--- src/hdl/pcm_pkg.sv ---
`timescale 1ns / 1ps

package pcm_pkg;

  // Channel and field geometry
  localparam int NUM_CH   = 8;
  localparam int CH_W     = 3;
  localparam int CNT_W    = 24;
  localparam int TS_W     = 32;
  localparam int HOLD_W   = 16;
  localparam int WIN_W    = 16;
  localparam int LVL_W    = 8;
  localparam int BITS_W   = 16;
  localparam int MAP_W    = 4;
  localparam int NCH_W    = 4;
  localparam int ADDR_W   = 5;
  localparam int DATA_W   = 32;
  localparam int IN_TDATA_W  = 48;
  localparam int OUT_TDATA_W = 80;

  localparam logic [CNT_W-1:0] COUNT_MAX = '1;
  localparam logic [TS_W-1:0]  ALL_ONES  = '1;

  // Register reset values
  localparam logic [NCH_W-1:0]  RST_CHANNEL_COUNT = 4'd0;
  localparam logic [CNT_W-1:0]  RST_LOG_EDGES     = 24'd20;
  localparam logic [CNT_W-1:0]  RST_FAULT_EDGES   = 24'd100;
  localparam logic [HOLD_W-1:0] RST_FAULT_HOLD    = 16'd10000;
  localparam logic [WIN_W-1:0]  RST_WINDOW        = 16'd1000;
  localparam logic [TS_W-1:0]   RST_FAST_PULSE    = 32'd1000;
  localparam logic [DATA_W-1:0] RST_FAULT_MAP     = 32'h7654_3210;

  // Register index at paddr[4:2]
  typedef enum logic [2:0] {
    REG_CHANNEL_COUNT,
    REG_LOG_EDGES,
    REG_FAULT_EDGES,
    REG_FAULT_HOLD,
    REG_WINDOW,
    REG_FAST_PULSE,
    REG_FAULT_MAP
  } cfg_reg_e;

  // Input operation and output kind codes (tuser)
  localparam logic OP_EDGE        = 1'b0;
  localparam logic OP_TICK        = 1'b1;
  localparam logic KIND_REPORT    = 1'b0;
  localparam logic KIND_SUMMARY   = 1'b1;

  // Shared subtract / compare unit
  typedef struct packed {
    logic [TS_W-1:0] a;
    logic [TS_W-1:0] b;
  } alu_req_t;

  typedef struct packed {
    logic [TS_W-1:0] diff;  // a - b modulo 2^32
    logic            lt;    // a < b, unsigned
  } alu_rsp_t;

endpackage

--- src/hdl/pcm_alu.sv ---
`timescale 1ns / 1ps

module pcm_alu import pcm_pkg::*; (
  input  alu_req_t req_i,
  output alu_rsp_t rsp_o
);

  logic [TS_W:0] diff_ext;

  // One wide subtract; the borrow is the unsigned less-than
  assign diff_ext   = {1'b0, req_i.a} - {1'b0, req_i.b};
  assign rsp_o.diff = diff_ext[TS_W-1:0];
  assign rsp_o.lt   = diff_ext[TS_W];

endmodule

--- src/hdl/pin_chatter_monitor.sv ---
`timescale 1ns / 1ps

// Pin chatter monitor for up to eight pins.
// Input stream: tuser[0] = 0 for a pin edge (channel, microsecond timestamp),
// 1 for a millisecond tick (pin levels). Edges return nothing; each tick
// returns zero or more channel reports followed by one fault summary beat,
// which carries tlast. Registers are written over the APB port; the user must
// write them only while idle, as the block itself does not enforce it.
// An edge on a channel in use goes through accept, gap subtract and shortest
// compare, all through the one shared 32-bit subtract/compare unit; an edge on
// an unused channel is only accepted. A tick, when the window
// stays open, goes on to its summary beat; when it closes, the scan makes a log
// compare for each quiet channel and, for each reported channel, the log, fault
// and fast compares in the shared unit, then the output load. tready is high
// only between items.
// A finished beat waits in the output register; the block takes the next
// item meanwhile, and a stalled receiver only holds the scan at the next
// beat it must load.
// Reset clears all channel state, the window counter and the output
// register, and loads the register defaults.

module pin_chatter_monitor import pcm_pkg::*; (
  input  logic                   clk_i,
  input  logic                   rst_ni,
  // Input stream
  input  logic                   s_axis_tvalid,
  output logic                   s_axis_tready,
  // [2:0] channel, [34:3] timestamp_us, [42:35] pin_levels, rest zero
  input  logic [IN_TDATA_W-1:0]  s_axis_tdata,
  // [0] operation
  input  logic [0:0]             s_axis_tuser,
  // Result stream
  output logic                   m_axis_tvalid,
  input  logic                   m_axis_tready,
  // [2:0] report_channel, [26:3] edge_count, [58:27] shortest_us,
  // [59] fast_noise, [60] faulted, [61] pin_level, [77:62] fault_bits, rest zero
  output logic [OUT_TDATA_W-1:0] m_axis_tdata,
  // [0] kind
  output logic [0:0]             m_axis_tuser,
  output logic                   m_axis_tlast,
  // Configuration
  input  logic                   psel,
  input  logic                   penable,
  input  logic                   pwrite,
  input  logic [ADDR_W-1:0]      paddr,
  input  logic [DATA_W-1:0]      pwdata,
  output logic [DATA_W-1:0]      prdata,
  output logic                   pready
);

  typedef enum logic [3:0] {
    ST_IDLE,
    ST_EDGE_GAP,
    ST_EDGE_UPD,
    ST_AGE,
    ST_SCAN_LOG,
    ST_SCAN_FLT,
    ST_SCAN_FAST,
    ST_EMIT,
    ST_SUM
  } state_e;

  state_e state_q, state_d;

  // Configuration registers
  logic [NCH_W-1:0]  cfg_nch_q,   cfg_nch_d;
  logic [CNT_W-1:0]  cfg_log_q,   cfg_log_d;
  logic [CNT_W-1:0]  cfg_fault_q, cfg_fault_d;
  logic [HOLD_W-1:0] cfg_hold_q,  cfg_hold_d;
  logic [WIN_W-1:0]  cfg_win_q,   cfg_win_d;
  logic [TS_W-1:0]   cfg_fast_q,  cfg_fast_d;
  logic [DATA_W-1:0] cfg_map_q,   cfg_map_d;

  // Channel state
  logic [CNT_W-1:0]  cnt_q  [NUM_CH];
  logic [CNT_W-1:0]  cnt_d  [NUM_CH];
  logic [TS_W-1:0]   sh_q   [NUM_CH];
  logic [TS_W-1:0]   sh_d   [NUM_CH];
  logic [TS_W-1:0]   last_q [NUM_CH];
  logic [TS_W-1:0]   last_d [NUM_CH];
  logic [HOLD_W-1:0] hold_q [NUM_CH];
  logic [HOLD_W-1:0] hold_d [NUM_CH];
  logic [WIN_W-1:0]  win_q, win_d;

  // Item being worked on
  logic [CH_W-1:0]   ch_q,   ch_d;
  logic [TS_W-1:0]   ts_q,   ts_d;
  logic [LVL_W-1:0]  lvl_q,  lvl_d;
  logic [TS_W-1:0]   gap_q,  gap_d;
  logic [NCH_W-1:0]  scan_q, scan_d;
  logic              flt_q,  flt_d;
  logic              fast_q, fast_d;

  // Output register
  logic                   out_valid_q, out_valid_d;
  logic                   out_kind_q,  out_kind_d;
  logic                   out_last_q,  out_last_d;
  logic [OUT_TDATA_W-1:0] out_data_q,  out_data_d;

  alu_req_t alu_req;
  alu_rsp_t alu_rsp;

  logic [NCH_W-1:0]  used_n;
  logic [WIN_W-1:0]  win_eff;
  logic [WIN_W-1:0]  win_next;
  logic [CH_W-1:0]   sidx;
  logic [BITS_W-1:0] fault_bits;
  logic              slot_free;
  logic              cfg_wr;
  logic [CH_W-1:0]   in_ch;

  pcm_alu u_alu (
    .req_i (alu_req),
    .rsp_o (alu_rsp)
  );

  assign used_n    = (cfg_nch_q > NCH_W'(NUM_CH)) ? NCH_W'(NUM_CH) : cfg_nch_q;
  assign win_eff   = (cfg_win_q == '0) ? WIN_W'(1) : cfg_win_q;
  assign win_next  = win_q + WIN_W'(1);
  assign sidx      = scan_q[CH_W-1:0];
  assign slot_free = !out_valid_q || m_axis_tready;
  assign cfg_wr    = psel && penable && pwrite;
  assign in_ch     = s_axis_tdata[CH_W-1:0];

  assign s_axis_tready = (state_q == ST_IDLE);
  assign m_axis_tvalid = out_valid_q;
  assign m_axis_tdata  = out_data_q;
  assign m_axis_tuser  = out_kind_q;
  assign m_axis_tlast  = out_last_q;
  assign pready        = 1'b1;

  // Register readback
  always_comb begin
    unique case (cfg_reg_e'(paddr[4:2]))
      REG_CHANNEL_COUNT: prdata = DATA_W'(cfg_nch_q);
      REG_LOG_EDGES:     prdata = DATA_W'(cfg_log_q);
      REG_FAULT_EDGES:   prdata = DATA_W'(cfg_fault_q);
      REG_FAULT_HOLD:    prdata = DATA_W'(cfg_hold_q);
      REG_WINDOW:        prdata = DATA_W'(cfg_win_q);
      REG_FAST_PULSE:    prdata = cfg_fast_q;
      REG_FAULT_MAP:     prdata = cfg_map_q;
      default:           prdata = '0;
    endcase
  end

  // Mapped fault bits of channels in use with a running hold
  always_comb begin
    fault_bits = '0;
    for (int i = 0; i < NUM_CH; i++) begin
      if ((NCH_W'(i) < used_n) && (hold_q[i] != '0)) begin
        fault_bits = fault_bits | (BITS_W'(1) << cfg_map_q[MAP_W*i +: MAP_W]);
      end
    end
  end

  // Operand select for the shared unit
  always_comb begin
    alu_req = '0;
    unique case (state_q)
      ST_EDGE_GAP: begin
        alu_req.a = ts_q;
        alu_req.b = last_q[ch_q];
      end
      ST_EDGE_UPD: begin
        alu_req.a = gap_q;
        alu_req.b = sh_q[ch_q];
      end
      ST_SCAN_LOG: begin
        alu_req.a = TS_W'(cfg_log_q);
        alu_req.b = TS_W'(cnt_q[sidx]);
      end
      ST_SCAN_FLT: begin
        alu_req.a = TS_W'(cfg_fault_q);
        alu_req.b = TS_W'(cnt_q[sidx]);
      end
      ST_SCAN_FAST: begin
        alu_req.a = sh_q[sidx];
        alu_req.b = cfg_fast_q;
      end
      default: alu_req = '0;
    endcase
  end

  // Sequencer next state
  always_comb begin
    state_d     = state_q;
    cfg_nch_d   = cfg_nch_q;
    cfg_log_d   = cfg_log_q;
    cfg_fault_d = cfg_fault_q;
    cfg_hold_d  = cfg_hold_q;
    cfg_win_d   = cfg_win_q;
    cfg_fast_d  = cfg_fast_q;
    cfg_map_d   = cfg_map_q;
    cnt_d       = cnt_q;
    sh_d        = sh_q;
    last_d      = last_q;
    hold_d      = hold_q;
    win_d       = win_q;
    ch_d        = ch_q;
    ts_d        = ts_q;
    lvl_d       = lvl_q;
    gap_d       = gap_q;
    scan_d      = scan_q;
    flt_d       = flt_q;
    fast_d      = fast_q;
    out_valid_d = out_valid_q;
    out_kind_d  = out_kind_q;
    out_last_d  = out_last_q;
    out_data_d  = out_data_q;

    // Beat taken by the receiver
    if (out_valid_q && m_axis_tready) begin
      out_valid_d = 1'b0;
    end

    // Register writes
    if (cfg_wr) begin
      unique case (cfg_reg_e'(paddr[4:2]))
        REG_CHANNEL_COUNT: cfg_nch_d   = pwdata[NCH_W-1:0];
        REG_LOG_EDGES:     cfg_log_d   = pwdata[CNT_W-1:0];
        REG_FAULT_EDGES:   cfg_fault_d = pwdata[CNT_W-1:0];
        REG_FAULT_HOLD:    cfg_hold_d  = pwdata[HOLD_W-1:0];
        REG_WINDOW:        cfg_win_d   = pwdata[WIN_W-1:0];
        REG_FAST_PULSE:    cfg_fast_d  = pwdata;
        REG_FAULT_MAP:     cfg_map_d   = pwdata;
        default: ;
      endcase
    end

    unique case (state_q)
      ST_IDLE: begin
        if (s_axis_tvalid) begin
          ch_d  = in_ch;
          ts_d  = s_axis_tdata[CH_W +: TS_W];
          lvl_d = s_axis_tdata[CH_W+TS_W +: LVL_W];
          if (s_axis_tuser[0] == OP_TICK) begin
            state_d = ST_AGE;
          end else if (NCH_W'(in_ch) < used_n) begin
            state_d = ST_EDGE_GAP;
          end
        end
      end
      ST_EDGE_GAP: begin
        gap_d   = alu_rsp.diff;
        state_d = ST_EDGE_UPD;
      end
      ST_EDGE_UPD: begin
        last_d[ch_q] = ts_q;
        if (cnt_q[ch_q] != COUNT_MAX) begin
          cnt_d[ch_q] = cnt_q[ch_q] + CNT_W'(1);
        end
        if (alu_rsp.lt) begin
          sh_d[ch_q] = gap_q;
        end
        state_d = ST_IDLE;
      end
      ST_AGE: begin
        // Age every hold, then advance the window
        for (int i = 0; i < NUM_CH; i++) begin
          if (hold_q[i] != '0) begin
            hold_d[i] = hold_q[i] - HOLD_W'(1);
          end
        end
        if (win_next >= win_eff) begin
          win_d   = '0;
          scan_d  = '0;
          state_d = ST_SCAN_LOG;
        end else begin
          win_d   = win_next;
          state_d = ST_SUM;
        end
      end
      ST_SCAN_LOG: begin
        if (scan_q >= used_n) begin
          state_d = ST_SUM;
        end else if (alu_rsp.lt) begin
          state_d = ST_SCAN_FLT;
        end else begin
          cnt_d[sidx] = '0;
          sh_d[sidx]  = ALL_ONES;
          scan_d      = scan_q + NCH_W'(1);
        end
      end
      ST_SCAN_FLT: begin
        flt_d   = alu_rsp.lt;
        state_d = ST_SCAN_FAST;
      end
      ST_SCAN_FAST: begin
        fast_d  = alu_rsp.lt;
        state_d = ST_EMIT;
      end
      ST_EMIT: begin
        if (slot_free) begin
          out_valid_d = 1'b1;
          out_kind_d  = KIND_REPORT;
          out_last_d  = 1'b0;
          out_data_d  = {2'b00, BITS_W'(0), lvl_q[sidx], flt_q, fast_q,
                         sh_q[sidx], cnt_q[sidx], sidx};
          cnt_d[sidx] = '0;
          sh_d[sidx]  = ALL_ONES;
          if (flt_q) begin
            hold_d[sidx] = cfg_hold_q;
          end
          scan_d  = scan_q + NCH_W'(1);
          state_d = ST_SCAN_LOG;
        end
      end
      ST_SUM: begin
        if (slot_free) begin
          out_valid_d = 1'b1;
          out_kind_d  = KIND_SUMMARY;
          out_last_d  = 1'b1;
          out_data_d  = {2'b00, fault_bits, (OUT_TDATA_W-BITS_W-2)'(0)};
          state_d     = ST_IDLE;
        end
      end
      default: state_d = ST_IDLE;
    endcase
  end

  // State, channel store, payload and output register
  always_ff @(posedge clk_i or negedge rst_ni) begin
    if (!rst_ni) begin
      state_q     <= ST_IDLE;
      cfg_nch_q   <= RST_CHANNEL_COUNT;
      cfg_log_q   <= RST_LOG_EDGES;
      cfg_fault_q <= RST_FAULT_EDGES;
      cfg_hold_q  <= RST_FAULT_HOLD;
      cfg_win_q   <= RST_WINDOW;
      cfg_fast_q  <= RST_FAST_PULSE;
      cfg_map_q   <= RST_FAULT_MAP;
      for (int i = 0; i < NUM_CH; i++) begin
        cnt_q[i]  <= '0;
        sh_q[i]   <= ALL_ONES;
        last_q[i] <= '0;
        hold_q[i] <= '0;
      end
      win_q       <= '0;
      scan_q      <= '0;
      ch_q        <= '0;
      ts_q        <= '0;
      lvl_q       <= '0;
      gap_q       <= '0;
      flt_q       <= 1'b0;
      fast_q      <= 1'b0;
      out_valid_q <= 1'b0;
      out_kind_q  <= KIND_REPORT;
      out_last_q  <= 1'b0;
      out_data_q  <= '0;
    end else begin
      state_q     <= state_d;
      cfg_nch_q   <= cfg_nch_d;
      cfg_log_q   <= cfg_log_d;
      cfg_fault_q <= cfg_fault_d;
      cfg_hold_q  <= cfg_hold_d;
      cfg_win_q   <= cfg_win_d;
      cfg_fast_q  <= cfg_fast_d;
      cfg_map_q   <= cfg_map_d;
      cnt_q       <= cnt_d;
      sh_q        <= sh_d;
      last_q      <= last_d;
      hold_q      <= hold_d;
      win_q       <= win_d;
      scan_q      <= scan_d;
      ch_q        <= ch_d;
      ts_q        <= ts_d;
      lvl_q       <= lvl_d;
      gap_q       <= gap_d;
      flt_q       <= flt_d;
      fast_q      <= fast_d;
      out_valid_q <= out_valid_d;
      out_kind_q  <= out_kind_d;
      out_last_q  <= out_last_d;
      out_data_q  <= out_data_d;
    end
  end

endmodule
--- config.mk ---
export PLATFORM = sky130hd
export DESIGN_NAME = pin_chatter_monitor
export DESIGN_NICKNAME = d
export VERILOG_FILES = /design/src/hdl/pcm_pkg.sv /design/src/hdl/pcm_alu.sv /design/src/hdl/pin_chatter_monitor.sv
export SDC_FILE = /design/constraint.sdc
export NUM_CORES = 2
export LEC_CHECK = 0
export BUFFER_PORTS_ARGS = -buffer_cell sky130_fd_sc_hd__buf_2
export CORE_MARGIN = 3
export CORE_UTILIZATION = 63
export CTS_CLUSTER_DIAMETER = 60
export CTS_CLUSTER_SIZE = 20
export DETAILED_ROUTE_END_ITERATION = 12
export PLACE_DENSITY = 0.81
export SLEW_MARGIN = 25
export SYNTH_ARGS = -nofsm -noshare
export SYNTH_HDL_FRONTEND = slang
export SYNTH_SLANG_ARGS = --single-unit
--- constraint.sdc ---
create_clock -name clk_i -period 6.39 [get_ports clk_i]
set_input_delay 0.3195 -clock clk_i [delete_from_list [all_inputs] [get_ports clk_i]]
set_output_delay 0.3195 -clock clk_i [all_outputs]
set_load 0.02 [all_outputs]
**Yosys cells after proc, flatten, opt, wreduce, memory -nomap -nowiden**

Cells that the tools add are included.

- Bits of input ports: 93
- Flip-flop bits (word level): 1163
- Logic and storage cells: 274

- Bitwise gates (word level): 12
- Muxes and demuxes: 88
- Reduce and logical (&&, ||, !) cells: 52
- Equality and inequality tests: 34
- Shift-type cells: 8
- Magnitude comparators: 17
- Add/subtract/negate cells: 12

Operators by type and width:

| kind | number |
|---|---|
| 256-bit two-way mux | 4 |
| 192-bit two-way mux | 4 |
| 256-bit one-hot mux with 3 select lines | 1 |
| 192-bit one-hot mux with 3 select lines | 1 |
| 256-bit bitwise mux | 2 |
| 64-bit one-hot mux with 5 select lines | 1 |
| 16-bit two-way mux | 19 |
| 32-bit binary-select mux with 3-bit select | 3 |
| 128-bit two-way mux | 2 |
| 32-bit two-way mux | 8 |
| 256-bit OR | 1 |
| 128-bit one-hot mux with 2 select lines | 1 |
| 32-bit one-hot mux with 7 select lines | 1 |
| 192-bit bitwise AND | 1 |
| 192-bit bitwise mux | 1 |
| 32-bit demux with 3-bit select | 2 |
| 192-bit NOT | 1 |
| 80-bit two-way mux | 2 |
| 80-bit one-hot mux with 2 select lines | 1 |
| 24-bit binary-select mux with 3-bit select | 2 |
| 24-bit demux with 3-bit select | 2 |
| 24-bit two-way mux | 6 |
| 128-bit bitwise mux | 1 |
| 16-bit nonzero test | 8 |
| other kinds (50) | 148 |

**Logic depth before layout (Yosys ltp)**

- Word-level depth: 21
- Gate-level depth with buffers: 28
- Mapped depth without buffers: 18

**Cells and area by module**

Synthesis repeated with hierarchy kept, for this count alone.

- Cell total of the unflattened synthesis: 5477
- Area total of the unflattened synthesis: 59213.0 µm²

By module, submodules not included:

| module | area each (µm²) | times used | seq. area each (µm²) | cells an instance |
|---|---|---|---|---|
| pin_chatter_monitor | 57498.9 | 1 | 29415.7 | 5238 |
| pcm_alu | 1714.1 | 1 | 0.0 | 239 |

**Least setup slack after synthesis**

OpenSTA, ideal clock, no wires.

- Kind: reg-to-reg
- Start point: register ch_q[1]
- End point: register sh_q[10] (netlist bit)
- Cell stages (with the launch flop): 27
- Slack: 807 ps
- Library setup time: 61 ps
- Clock period less this slack: 5583 ps
- Path buffers: 10
- Arrival: 5522 ps
- Cells stage by stage: dfrtp_1 buf_4 buf_4 buf_2 buf_1 nor3_1 clkbuf_1 buf_1 clkbuf_1 a22oi_1 a41o_1 o211ai_1 ha_1 inv_1 fa_1 a21o_1 a21oi_1 o21ai_0 a21o_1 a31o_1 o2111a_2 buf_6 or2_0 buf_6 a211oi_4 buf_6 o22a_1

- Word-level cells in the longest chain between the ends: 8
- Elaborated cells between the ends (all ways): 20
- Classes of those cells: add/sub (1); order compare (2); eq/ne (2); mux (12); bitwise (1); reduce/logical (2)

Ends and longest elaborated chain:

| what | RTL line | RTL |
|---|---|---|
| from (decl) | pin_chatter_monitor.sv:86 | `logic [CH_W-1:0] ch_q, ch_d;` |
| from (signal assigned) | pin_chatter_monitor.sv:365 | `ch_q <= ch_d;` |
| 3-bit NOT with 4-bit output (not written as such) (*) | pin_chatter_monitor.sv:162, pin_chatter_monitor.sv:166, pin_chatter_monitor.sv:253 |  |
| 32-bit binary-select mux with 3-bit select, or another cell as far along | pin_chatter_monitor.sv:166 | `alu_req.b = sh_q[ch_q];` |
| 32-bit two-way mux (not written as such), or another cell as far along | pin_chatter_monitor.sv:166 |  |
| 32-bit two-way mux (on tied branches) | pin_chatter_monitor.sv:166, pin_chatter_monitor.sv:162, pin_chatter_monitor.sv:253 |  |
| 64-bit one-hot mux with 5 select lines / 32-bit demux with 3-bit select (equally long branches) | pin_chatter_monitor.sv:159, pin_chatter_monitor.sv:253 |  |
| 32-bit by 32-bit subtractor with 33-bit output / 256-bit bitwise mux (equally long branches) | pcm_alu.sv:11, pin_chatter_monitor.sv:253 |  |
| 2-bit by 1-bit != test with 1-bit output (no line), or another cell as far along | n/a |  |
| 5-bit AND reduction (no line) / 256-bit one-hot mux with 3 select lines (equally long branches) | n/a |  |
| to (signal, indexed assignment) | pin_chatter_monitor.sv:334 | `sh_q[i] <= ALL_ONES;` |
| to (signal assigned) | pin_chatter_monitor.sv:360 | `sh_q <= sh_d;` |
| to (decl) | pin_chatter_monitor.sv:77 | `logic [TS_W-1:0] sh_q [NUM_CH];` |

Mark *: on every way between the ends. The rest lies on a longest branch, timed or not. The select of a mux whose other input is x is not followed.
A chain may end at the register's enable or synchronous reset.

**Final worst setup path**

- Start point: register ch_q[0]
- End point: register sh_q[24] (netlist bit)

Same word-level chain as after synthesis.

==> flow_summary.yaml <==
final_layout:
  fillers: 6530
  syn_to_final_growth_pct: 10.35
  final_cell_mix: "dfrtp_1 (868), a22oi_1 (481), mux2_2 (450)"
  drive_gt1_share_pct: 25.02
  layout_commonest_cell: "dfrtp_1"
  final_nets: 5592
  finish.utilization_pct: 70.67
  fin_area_um2: 65270
timing:
  final_max_slew_viol_count: 0
  slew-limit-headroom_pct: 22.07
  tns_ps: 0
  worst_slew_pin_slew_ps: 1169
  rsz0062_at_grt: "false"
  setup_violations: 0
  hold_viol: 0
  finalCritPeriodShare_pct: 96.54
  finalCriticalPeriod_ps: 6169
  worst_slack_ps: 221.0
  clock_skew_ps: 34.86
  fmax_mhz: 162.1
clocking:
  cts_resized: 0
  cts_buffer_depth: 3
  cts_sinks: 1161
  post_cts.repair.setup_buffers: 0
  path_clk_slew_ps: 80
  cts-buffers-inserted: 92
  clk_latency_ps: 730
  cts_tree: "yes"
  ctsRootBufferMaster: "clkbuf_16"
  h-tree-depth: 3
route:
  via_count: 50710
  antenna_left: 0
  drc_errors: 0
  first_iter_violations: 7956
  avgRoutedWirePerCell_um: 30.47
  wl_um: 206100
  viasPerCell: 7.497
  dr.pass1.iters: 7
synthesis:
  synth_ff_type: "dfrtp_1"
  synthArstFlopShare_pct: 100.0
  synth_area_um2: 59150
  synth-edff-count: 0
  yosysTopAreaCellShare_pct: 36.85
  synth-seq-cells: 1161
  synth_area_leaders: "dfrtp_1 (37%), dfstp_2 (13%), mux2_2 (8.6%), a22oi_1 (6.1%), a22o_1 (4.1%)"
  ys_warn_count: 0
  syn-instance-count: 5411
  yosysSeqAreaShare_pct: 49.73
  syn_area_per_cell_um2: 10.93
  yosysUniqueCellTypes: 90
  synth_top_area_cell: "dfrtp_1"
placed_design:
  place_area_um2: 61240
  place_ws_ps: 523.1
  place_congestion: 0.9714
  portBuffers: 199
  hpwl_um: 131000
floorplanning:
  die_x_um: 312.4
  die_y_um: 312.4
  core_um2: 92360
  die-area_um2: 97600
  rows: 111
  initial_core_util_pct: 64.05
  io_pins: 210
global_route:
  grt_pass1_wl_um: 310200
  antenna_found_initial: 9
  grt_pass1_vias: 49680
  grt-ovfl-total: 0
  grt_max_degree: 175
  track_usage_pct: 41.55
power_and_ir_drop:
  power-per-cell-area_nw_per_um2: 493.3
  p_leak_nw: 27.08
  ir_drop_uv: 366.6
run:
  maxCapViolCount: 0
critical_path:
  required_ps: 7050
  cp-end-kind: "flop"
  crit_fanout: 35
  path_class: "flop to flop"
  arrival_ps: 6830
  cp-start-kind: "flop"
outcome:
  status: "finished clean"
worst_hold_path:
  hp-class: "primary input to flop"
## report_power, final
| part | total, W | switching [W] | internal, W |
|---|---|---|---|
| registers | 0.0134 | 0.00292 | 0.0105 |
| clock network | 0.00616 | 0.00315 | 0.00301 |
| logic | 0.0126 | 0.00726 | 0.00537 |
| total | 0.0322 | 0.0133 | 0.0189 |
## final cells by class
type                       count  area, um2  area share [%]
antenna                        9      22.52         0.03450
clock buffer                 105       2371           3.632
clock inverter                68      804.5           1.233
inverter                      89      334.1          0.5118
multi-input combinational   3640      27310           41.84
sequential                  1161      29420           45.07
tap                         1243       1555           2.383
timing repair buffer         449       3453           5.291
## routing by layer
layer  global-route usage (%)  share of wire (%)
met5                   0.4447              0.067
met4                    24.43                6.8
met3                    17.00                 15
met2                    58.56                 42
met1                    53.89                 36
## Yosys cell counts (all sizes together) (25+ instances only)
cell,instances
dfstp,290
nor4,30
inv,89
mux2,450
and3,42
a222oi,26
and4,31
nand4,53
a21oi,175
o22a,260
mux4,30
nor3,106
clkbuf,318
a22oi,481
a31oi,49
buf,204
xnor2,42
a21o,25
o211ai,44
a221oi,77
nor2,222
ha,65
nor2b,35
nand3,74
and2,33
nand2,305
dfrtp,871
o21ai,377
a22o,278
a32oi,49
## what timing repair did
item,4_1_cts,5_1_grt
hold buffers,75,0
setup endpoints to repair,0,0
endpoints found under the hold margin,247,0
## worst paths after layout
check                                 start                to  slack (ps)  cells past startpoint
min reg2reg                m_axis_tdata[51]  m_axis_tdata[51]         480                      2
min                           m_axis_tready        state_q[0]          60                      4
max in group asynchronous            rst_ni          sh_q[28]        4450                      4
max reg2reg                         ch_q[0]          sh_q[24]         220                     19
max                                 ch_q[0]          sh_q[24]         220                     19
min in group asynchronous            rst_ni       hold_q[119]         200                      2
## kinds of logic (layout without fill, tap and decap cells)
family                   Yosys count  after routing  synth area share [%]
AO/OA/AOI/OAI                   1988           1988                 24.76
flip-flops                      1161           1161                 49.73
AND/OR/NAND/NOR                 1016           1016                 8.516
buffers and inverters            611            711                 4.524
multiplexers                     503            503                 10.10
adder cells (fa/ha/maj)           66             66                 1.409
XOR/XNOR                          64             64                0.9476
other                              2             12               0.01270
## flip-flops by register name, summed over array words and instances, names as in the netlist, 8 cells and up
signal	cells
ts_q	32
cfg_hold_q	16
lvl_q	8
win_q	16
cfg_win_q	16
hold_q	128
cnt_q	192
m_axis_tdata	78
cfg_map_q	32
cfg_log_q	24
last_q	256
sh_q	256
gap_q	32
cfg_fault_q	24
cfg_fast_q	32
## worst max-delay path, stage by stage (launching register included)
cell and delay, ps:
dfrtp_2 610, inv_1 120, nor3_2 280, buf_12 310, a22o_1 170, a221oi_1 50, a31oi_1 710, nor3_1 230
fa_1 480, a21o_1 170, a21oi_1 270, o21ai_0 170, a21o_1 220, a31o_1 310, o2111a_2 440, or2_0 280
buf_4 210, a211oi_4 240, buf_4 540, o22a_1 240
## stage by stage
stage          power (W)  std cells  hold WS [ps]
2_1_floorplan    0.02107       5412         23.91
3_3_place_gp     0.02487       6506         382.8
3_5_place_dp     0.02538       6506         391.1
4_1_cts          0.03154       6754         8.915
5_1_grt          0.03355       6756         28.30
6_report         0.03220       6764         58.56
Power figures use the tool's default switching activity.
